==> config.mk <==
export PLATFORM = sky130hd
export DESIGN_NAME = crc_framed_packet_parser
export DESIGN_NICKNAME = d
export VERILOG_FILES = /design/src/rtl/core/cfp_pkg.sv /design/src/rtl/core/cfp_cfg_regs.sv /design/src/rtl/core/crc_framed_packet_parser.sv
export SDC_FILE = /design/constraint.sdc
export NUM_CORES = 1
export LEC_CHECK = 0
export BUFFER_PORTS_ARGS = -buffer_cell sky130_fd_sc_hd__buf_4
export CAP_MARGIN = 20
export CORE_MARGIN = 10
export CORE_UTILIZATION = 55
export CTS_CLUSTER_DIAMETER = 60
export DETAILED_ROUTE_END_ITERATION = 10
export PLACE_DENSITY = 0.74
export SLEW_MARGIN = 20
export SYNTH_ARGS = -nofsm -noshare
export SYNTH_HDL_FRONTEND = slang
export SYNTH_HIERARCHICAL = 1
export SYNTH_SLANG_ARGS = --single-unit
==> constraint.sdc <==
create_clock -name clk -period 19.2 [get_ports clk]
set_clock_uncertainty 0.05 [all_clocks]
set_input_delay 5.76 -clock clk [delete_from_list [all_inputs] [get_ports clk]]
set_output_delay 5.76 -clock clk [all_outputs]
set_load 0.05 [all_outputs]
==> src/rtl/core/cfp_pkg.sv <==
package cfp_pkg;

  // register indexes on the configuration port
  localparam int unsigned CfgIdxW = 3;
  localparam logic [CfgIdxW-1:0] CFG_HEADER_FIRST  = 3'd0;
  localparam logic [CfgIdxW-1:0] CFG_HEADER_SECOND = 3'd1;
  localparam logic [CfgIdxW-1:0] CFG_TAIL_VALUE    = 3'd2;
  localparam logic [CfgIdxW-1:0] CFG_MAX_LENGTH    = 3'd3;
  localparam logic [CfgIdxW-1:0] CFG_TIMEOUT_TICKS = 3'd4;
  localparam int unsigned CfgDataW = 32;

  // register reset values
  localparam logic [7:0]  HEADER_FIRST_RST  = 8'hAA;
  localparam logic [7:0]  HEADER_SECOND_RST = 8'h55;
  localparam logic [7:0]  TAIL_VALUE_RST    = 8'h0D;
  localparam logic [15:0] MAX_LENGTH_RST    = 16'd1024;
  localparam logic [31:0] TIMEOUT_TICKS_RST = 32'd100;

  // crc16-ccitt (false variant)
  localparam logic [15:0] CRC_SEED   = 16'hFFFF;
  localparam logic [15:0] CRC_POLY   = 16'h1021;
  localparam logic [15:0] CRC_TOPBIT = 16'h8000;

  // item kinds
  localparam logic FUNC_BYTE = 1'b0;
  localparam logic FUNC_TICK = 1'b1;

  typedef enum logic [1:0] {
    STATUS_BUSY     = 2'd0,
    STATUS_GOOD     = 2'd1,
    STATUS_TOO_LONG = 2'd2,
    STATUS_BAD      = 2'd3
  } status_t;

  typedef enum logic [3:0] {
    PH_HUNT1   = 4'd0,
    PH_HUNT2   = 4'd1,
    PH_CMD     = 4'd2,
    PH_LENH    = 4'd3,
    PH_LENL    = 4'd4,
    PH_PAYLOAD = 4'd5,
    PH_CRCH    = 4'd6,
    PH_CRCL    = 4'd7,
    PH_TAIL    = 4'd8
  } phase_t;

  typedef struct packed {
    logic       func;
    logic [7:0] data_byte;
  } in_t;

  typedef struct packed {
    logic [1:0]  status;
    logic [7:0]  frame_cmd;
    logic [15:0] frame_len;
    logic [7:0]  payload_byte;
    logic        payload_strobe;
    logic [15:0] payload_index;
    logic [31:0] frames_good;
    logic [31:0] frames_bad;
    logic        timed_out;
  } out_t;

  typedef struct packed {
    logic [7:0]  header_first;
    logic [7:0]  header_second;
    logic [7:0]  tail_value;
    logic [15:0] max_length;
    logic [31:0] timeout_ticks;
  } cfg_t;

  // one byte through the crc, msb first
  function automatic logic [15:0] crc_step(input logic [15:0] acc, input logic [7:0] b);
    logic [15:0] c;
    c = acc ^ {b, 8'h00};
    for (int k = 0; k < 8; k++) begin
      if ((c & CRC_TOPBIT) != 16'h0000) begin
        c = {c[14:0], 1'b0} ^ CRC_POLY;
      end else begin
        c = {c[14:0], 1'b0};
      end
    end
    return c;
  endfunction

endpackage

==> src/rtl/core/cfp_cfg_regs.sv <==
module cfp_cfg_regs (
  input  logic                            clk,
  input  logic                            rst_n,
  input  logic                            cfg_we,
  input  logic [cfp_pkg::CfgIdxW-1:0]     cfg_index,
  input  logic [cfp_pkg::CfgDataW-1:0]    cfg_wdata,
  output cfp_pkg::cfg_t                   cfg
);

  cfp_pkg::cfg_t cfg_r;
  cfp_pkg::cfg_t cfg_nxt;

  always_comb begin
    cfg_nxt = cfg_r;
    if (cfg_we) begin
      case (cfg_index)
        cfp_pkg::CFG_HEADER_FIRST:  cfg_nxt.header_first  = cfg_wdata[7:0];
        cfp_pkg::CFG_HEADER_SECOND: cfg_nxt.header_second = cfg_wdata[7:0];
        cfp_pkg::CFG_TAIL_VALUE:    cfg_nxt.tail_value    = cfg_wdata[7:0];
        cfp_pkg::CFG_MAX_LENGTH:    cfg_nxt.max_length    = cfg_wdata[15:0];
        cfp_pkg::CFG_TIMEOUT_TICKS: cfg_nxt.timeout_ticks = cfg_wdata[31:0];
        default: ;  // unknown index, ignored
      endcase
    end
  end

  always_ff @(posedge clk) begin
    if (!rst_n) begin
      cfg_r.header_first  <= cfp_pkg::HEADER_FIRST_RST;
      cfg_r.header_second <= cfp_pkg::HEADER_SECOND_RST;
      cfg_r.tail_value    <= cfp_pkg::TAIL_VALUE_RST;
      cfg_r.max_length    <= cfp_pkg::MAX_LENGTH_RST;
      cfg_r.timeout_ticks <= cfp_pkg::TIMEOUT_TICKS_RST;
    end else begin
      cfg_r <= cfg_nxt;
    end
  end

  assign cfg = cfg_r;

endmodule

==> src/rtl/core/crc_framed_packet_parser.sv <==
// byte-framed packet parser with crc16-ccitt check. each input transaction is
// either a received byte or one time tick, and each produces exactly one result
// transaction, registered in the single output register. a new input
// transaction is taken in every cycle as long as the output register is empty
// or being drained in the same cycle, so the sustained rate is one transaction
// per clock; the only thing that holds the input is a stalled, full output
// register. frames are: header_first, header_second, command, length (msb
// first), payload, crc (msb first), tail. the crc (poly 0x1021, seed 0xffff)
// covers header_second through the last payload byte and is updated with one
// byte of unrolled xor logic per cycle in which a byte is accepted. configuration
// registers may only be written while no transaction is in flight.
module crc_framed_packet_parser (
  input  logic                            clk,
  input  logic                            rst_n,
  // input channel
  input  logic                            in_valid,
  output logic                            in_stall,
  input  cfp_pkg::in_t                    in_data,
  // result channel
  output logic                            out_valid,
  input  logic                            out_stall,
  output cfp_pkg::out_t                   out_data,
  // configuration write port
  input  logic                            cfg_we,
  input  logic [cfp_pkg::CfgIdxW-1:0]     cfg_index,
  input  logic [cfp_pkg::CfgDataW-1:0]    cfg_wdata
);

  cfp_pkg::cfg_t cfg;

  cfp_cfg_regs u_cfg_regs (
    .clk       (clk),
    .rst_n     (rst_n),
    .cfg_we    (cfg_we),
    .cfg_index (cfg_index),
    .cfg_wdata (cfg_wdata),
    .cfg       (cfg)
  );

  // parser state
  cfp_pkg::phase_t phase_r, phase_nxt;
  logic [7:0]  cmd_r, cmd_nxt;
  logic [15:0] len_r, len_nxt;
  logic [15:0] pcount_r, pcount_nxt;
  logic [15:0] crc_r, crc_nxt;
  logic [15:0] crc_rx_r, crc_rx_nxt;
  logic [31:0] idle_r, idle_nxt;
  logic [31:0] good_r, good_nxt;
  logic [31:0] bad_r, bad_nxt;

  // output register
  logic          out_valid_r, out_valid_nxt;
  cfp_pkg::out_t out_data_r, out_data_nxt;

  logic        in_accept;
  logic [7:0]  b;
  logic [15:0] crc_upd;
  logic [15:0] len_full;
  logic [15:0] pcount_inc;
  cfp_pkg::status_t status;

  // hold the input only when the result register is full and not draining
  assign in_stall  = out_valid_r && out_stall;
  assign in_accept = in_valid && !in_stall;

  assign b          = in_data.data_byte;
  assign len_full   = {len_r[15:8], b};
  assign pcount_inc = pcount_r + 16'd1;

  // the running crc update for each byte; in the second header phase it starts from the seed
  always_comb begin
    if (phase_r == cfp_pkg::PH_HUNT2) begin
      crc_upd = cfp_pkg::crc_step(cfp_pkg::CRC_SEED, b);
    end else begin
      crc_upd = cfp_pkg::crc_step(crc_r, b);
    end
  end

  // next state and result of one transaction
  always_comb begin
    phase_nxt  = phase_r;
    cmd_nxt    = cmd_r;
    len_nxt    = len_r;
    pcount_nxt = pcount_r;
    crc_nxt    = crc_r;
    crc_rx_nxt = crc_rx_r;
    idle_nxt   = idle_r;
    good_nxt   = good_r;
    bad_nxt    = bad_r;
    status     = cfp_pkg::STATUS_BUSY;

    out_data_nxt                = '0;

    if (in_data.func == cfp_pkg::FUNC_TICK) begin
      // idle time, saturating
      if (idle_r != '1) begin
        idle_nxt = idle_r + 32'd1;
      end
    end else begin
      idle_nxt = '0;
      case (phase_r)
        cfp_pkg::PH_HUNT2: begin
          // a wrong second header drops back to the hunt, no error
          if (b == cfg.header_second) begin
            crc_nxt   = crc_upd;
            phase_nxt = cfp_pkg::PH_CMD;
          end else begin
            phase_nxt = cfp_pkg::PH_HUNT1;
          end
        end
        cfp_pkg::PH_CMD: begin
          cmd_nxt   = b;
          crc_nxt   = crc_upd;
          phase_nxt = cfp_pkg::PH_LENH;
        end
        cfp_pkg::PH_LENH: begin
          len_nxt   = {b, 8'h00};
          crc_nxt   = crc_upd;
          phase_nxt = cfp_pkg::PH_LENL;
        end
        cfp_pkg::PH_LENL: begin
          len_nxt = len_full;
          crc_nxt = crc_upd;
          if (len_full > cfg.max_length) begin
            // oversize frame is rejected right here
            phase_nxt = cfp_pkg::PH_HUNT1;
            bad_nxt   = bad_r + 32'd1;
            status    = cfp_pkg::STATUS_TOO_LONG;
          end else begin
            pcount_nxt = '0;
            phase_nxt  = (len_full == 16'd0) ? cfp_pkg::PH_CRCH : cfp_pkg::PH_PAYLOAD;
          end
        end
        cfp_pkg::PH_PAYLOAD: begin
          // payload bytes stream out as they arrive
          out_data_nxt.payload_byte   = b;
          out_data_nxt.payload_strobe = 1'b1;
          out_data_nxt.payload_index  = pcount_r;
          pcount_nxt = pcount_inc;
          crc_nxt    = crc_upd;
          if (pcount_inc >= len_r) begin
            phase_nxt = cfp_pkg::PH_CRCH;
          end
        end
        cfp_pkg::PH_CRCH: begin
          crc_rx_nxt = {b, 8'h00};
          phase_nxt  = cfp_pkg::PH_CRCL;
        end
        cfp_pkg::PH_CRCL: begin
          crc_rx_nxt = {crc_rx_r[15:8], b};
          phase_nxt  = cfp_pkg::PH_TAIL;
        end
        cfp_pkg::PH_TAIL: begin
          // any byte closes the frame; good only with matching tail and crc
          phase_nxt = cfp_pkg::PH_HUNT1;
          if (b == cfg.tail_value && crc_r == crc_rx_r) begin
            good_nxt = good_r + 32'd1;
            status   = cfp_pkg::STATUS_GOOD;
          end else begin
            bad_nxt = bad_r + 32'd1;
            status  = cfp_pkg::STATUS_BAD;
          end
        end
        default: begin
          // first header hunt, also catches unused phase codes
          phase_nxt = (b == cfg.header_first) ? cfp_pkg::PH_HUNT2 : cfp_pkg::PH_HUNT1;
        end
      endcase
    end

    out_data_nxt.status      = status;
    out_data_nxt.frame_cmd   = cmd_nxt;
    out_data_nxt.frame_len   = len_nxt;
    out_data_nxt.frames_good = good_nxt;
    out_data_nxt.frames_bad  = bad_nxt;
    out_data_nxt.timed_out   = (phase_nxt != cfp_pkg::PH_HUNT1) &&
                               (idle_nxt > cfg.timeout_ticks);
  end

  // result register fills on accept and empties when taken
  always_comb begin
    if (in_accept) begin
      out_valid_nxt = 1'b1;
    end else if (!out_stall) begin
      out_valid_nxt = 1'b0;
    end else begin
      out_valid_nxt = out_valid_r;
    end
  end

  always_ff @(posedge clk) begin
    if (!rst_n) begin
      phase_r     <= cfp_pkg::PH_HUNT1;
      cmd_r       <= '0;
      len_r       <= '0;
      pcount_r    <= '0;
      crc_r       <= '0;
      crc_rx_r    <= '0;
      idle_r      <= '0;
      good_r      <= '0;
      bad_r       <= '0;
      out_valid_r <= 1'b0;
    end else begin
      out_valid_r <= out_valid_nxt;
      if (in_accept) begin
        phase_r  <= phase_nxt;
        cmd_r    <= cmd_nxt;
        len_r    <= len_nxt;
        pcount_r <= pcount_nxt;
        crc_r    <= crc_nxt;
        crc_rx_r <= crc_rx_nxt;
        idle_r   <= idle_nxt;
        good_r   <= good_nxt;
        bad_r    <= bad_nxt;
      end
    end
  end

  // payload of the result register, no reset needed
  always_ff @(posedge clk) begin
    if (in_accept) begin
      out_data_r <= out_data_nxt;
    end
  end

  assign out_valid = out_valid_r;
  assign out_data  = out_data_r;

endmodule
==> metrics.md <==
| Metric | Value |
|---|---|
| PwrDens | `78.5 nW/um2` |
| Clock Tree Root | `clkbuf_16` |
| Crit end category | `output port` |
| Ys flop type | `dfxtp_1` |
| PortBufs | `166` |
| CTS resizes | `0` |
| Final #Nets | `2295` |
| Router iterations before antenna repair | `5` |
| Total net switching power | `0.417 mW` |
| Fin crit share | `0.627` |
| Placed Area | `20400 um2` |
| Total power | `1.70 mW` |
| Design area | `21700 um2` |
| Routed Antenna Nets | `0` |
| Die W | `206 um` |
| Hold Buf Count CTS | `0` |
| Multi-input gate area | `9790 um2` |
| Synthesized area per cell | `9.10 um2` |
| WS Path Type | `input port to output port` |
| Share of layout cells above drive strength 1 | `0.128` |
| Clock-pin slew on the worst setup and hold paths | `60 ps` |
| Max-cap viol count | `0` |
| P_leak | `8.42 nW` |
| Die Area | `42400 um2` |
| Final WL | `47900 um` |
| HPWL after DPL | `32600 um` |
| Setup TNS | `0 ps` |
| Sw Ratio | `0.245` |
| Worst min path class | `flop to flop` |
| GRT Util Overall | `0.220` |
| Worst setup SP type | `input port` |
| Initial drt markers | `1200` |
| RSZ-0062 raised after global routing | `no` |
| Cell Rows | `67` |
| Seq/Total Area, Yosys | `0.442` |
| Final Setup Violations | `0` |
| RR Endpoint | `out_data[0]` |
| CP arrival | `6230 ps` |
| Outcome | `completed` |
| Initial antenna violation count | `1` |
| Crit Reg-Reg Startpoint | `idle_r[27]` |
| Number of global-route vias before repair | `14883` |
| Int Pwr | `1.29 mW` |
| DRC | `0` |
| Crit path required time | `13390 ps` |
| Seq. cell area | `8390 um2` |
| # H-tree levels | `2` |
| Top Ports | `167` |
| Clock Power Share | `0.437` |
| Sequential power share | `0.477` |
| Mapped Area | `19000 um2` |
| Clock Tree Buf Depth | `3` |
| Most common cell in the netlist | `dfxtp_1` |
| N_diodes | `0` |
| TritonCTS clock tree | `done` |
| Gp weighted congestion | `0.892` |
| Fin. Hold Viols | `0` |
| Top cell type's share of synthesized area | `0.258` |
| Combinational Power Share | `0.086` |
| Synth Instances | `2088` |
| Register-to-Register Path Depth | `13` |
| Number of flops mapped to enable cells by yosys | `116` |
| Syn. warnings | `6` |
| Top cells by count, synth | `245 x dfxtp_1, 231 x nor2_1, 200 x nand2_1` |
| Layout area overhead | `14.2%` |
| Yosys reg bits | `361` |
| Min-Delay Path Depth | `2` |
| Crit-path max FO | `2` |
| Largest net degree at the start of global routing | `88` |
| Die H | `206 um` |
| Synth unique cells | `78` |
| Ys async rst share | `0` |
| Peak supply drop | `0.0708 mV` |
| Starting density of the core | `0.562` |
| Core area | `33800 um2` |
| Hold Crit Endpoint | `u_cfg_regs/cfg[13]` |
| Clk sinks | `361` |
| Routed wire per std cell | `18.0 um` |
| HP Start | `u_cfg_regs/cfg[13]` |
| Fmax achieved | `83.1 MHz` |
| Actual slew at the worst max-slew pin | `993 ps` |
| Synth area leader | `dfxtp_1` |
| Post-CTS setup buffers | `0` |
| Overflow after GRT | `0` |
| Vias per cell | `5.82` |
| Ranking of synthesized cells by area | `dfxtp_1 26%, edfxtp_1 18%, xor2_1 5.5%` |
| Filler cells | `2831` |
| Global-route wire length before repair | `76900 um` |
| Vias | `15463` |
| Synth Net Count | `2205` |
| Clk_lat worst skew | `520 ps` |
| Slew Viols, Final | `0` |
| Slew HR | `0.337` |
| Num CTS Buffers | `40` |
| Worst reg-to-reg setup slack | `14090 ps` |
| Tmin final | `12040 ps` |
==> per-stage QoR <==
stage / instances / setup slack, ps / hold slack [ps] / utilization
final: 2655 / 7160 / 407 / 0.642
after global routing: 2655 / 7160 / 422 / 0.642
after CTS: 2653 / 7160 / 409 / 0.641
after detailed placement: 2582 / 7160 / 398 / 0.603
after global placement: 2582 / 7170 / 393 / 0.603
after floorplan: 2088 / 7200 / 385 / -
==> per-layer routing <==
metal	routed length [um]	global-route usage	part of all wire	vias to the layer above
met5	0	0	0	-
met2	21800	0.349	0.45	527
met4	977	0.0584	0.020	0
met1	21600	0.302	0.45	7351
met3	3590	0.0414	0.075	91
li1	-	-	-	7494
==> cell type report <==
type / count / area share
Clock buffer: 59 / 0.0527
Multi-Input combinational cell: 1514 / 0.451
Sequential cell: 361 / 0.387
Clock inverter: 12 / 0.00559
Inverter: 81 / 0.0144
Tap cell: 448 / 0.0258
Timing Repair Buffer: 180 / 0.0635
==> worst max-delay path, cell delays in order <==
cell and delay [ps]:
buf_4 110, and2_1 160, buf_4 190
==> registers in the layout (all words and copies together), names as in the netlist, 8 cells and up <==
register	flops
bad_r	32
u_cfg_regs/cfg	72
pcount_r	16
cmd_r	8
crc_rx_r	16
good_r	32
idle_r	32
crc_r	16
out_data	116
len_r	16
==> how the worst max path moves through the flow <==
stage | start | to
finish | out_stall | in_stall
global route | out_stall | in_stall
CTS | out_stall | in_stall
detailed placement | out_stall | in_stall
global placement | out_stall | in_stall
floorplan | out_stall | in_stall
==> cells by family (layout without fill, tap and decap cells) <==
logic type	after synthesis	after routing	synth area share
flops	361	361	0.442
simple gates	829	829	0.217
mux	111	111	0.0595
compound gates	300	300	0.0965
fa+ha+maj	68	68	0.0448
xor+xnor	206	206	0.0950
buf+inv	213	332	0.0455
==> power groups by stage <==
stage                     Clock, mW  Combinational [mW]  Sequential [mW]
final                         0.745               0.146            0.813
after global routing          0.786               0.155            0.814
after CTS                     0.756               0.147            0.813
after detailed placement          0               0.146            0.829
after global placement            0               0.144            0.829
after floorplan                   0              0.0559            0.872
==> cells in the final DEF (no fill, tap or decap), types with 15 or more instances in the layout <==
cell type,instances
a21o_1,16
a21oi_1,122
and2_1,15
and3_1,44
buf_4,178
clkbuf_16,41
dfxtp_1,245
edfxtp_1,116
ha_1,68
inv_1,77
mux2_2,16
mux2i_1,95
nand2_1,200
nand3_1,79
nand4_1,47
nor2_1,230
nor2b_1,34
nor3_1,45
nor4_1,27
o21ai_0,63
or3_1,36
or4_1,15
xnor2_1,86
xor2_1,120
Power figures use the tool's default switching activity.
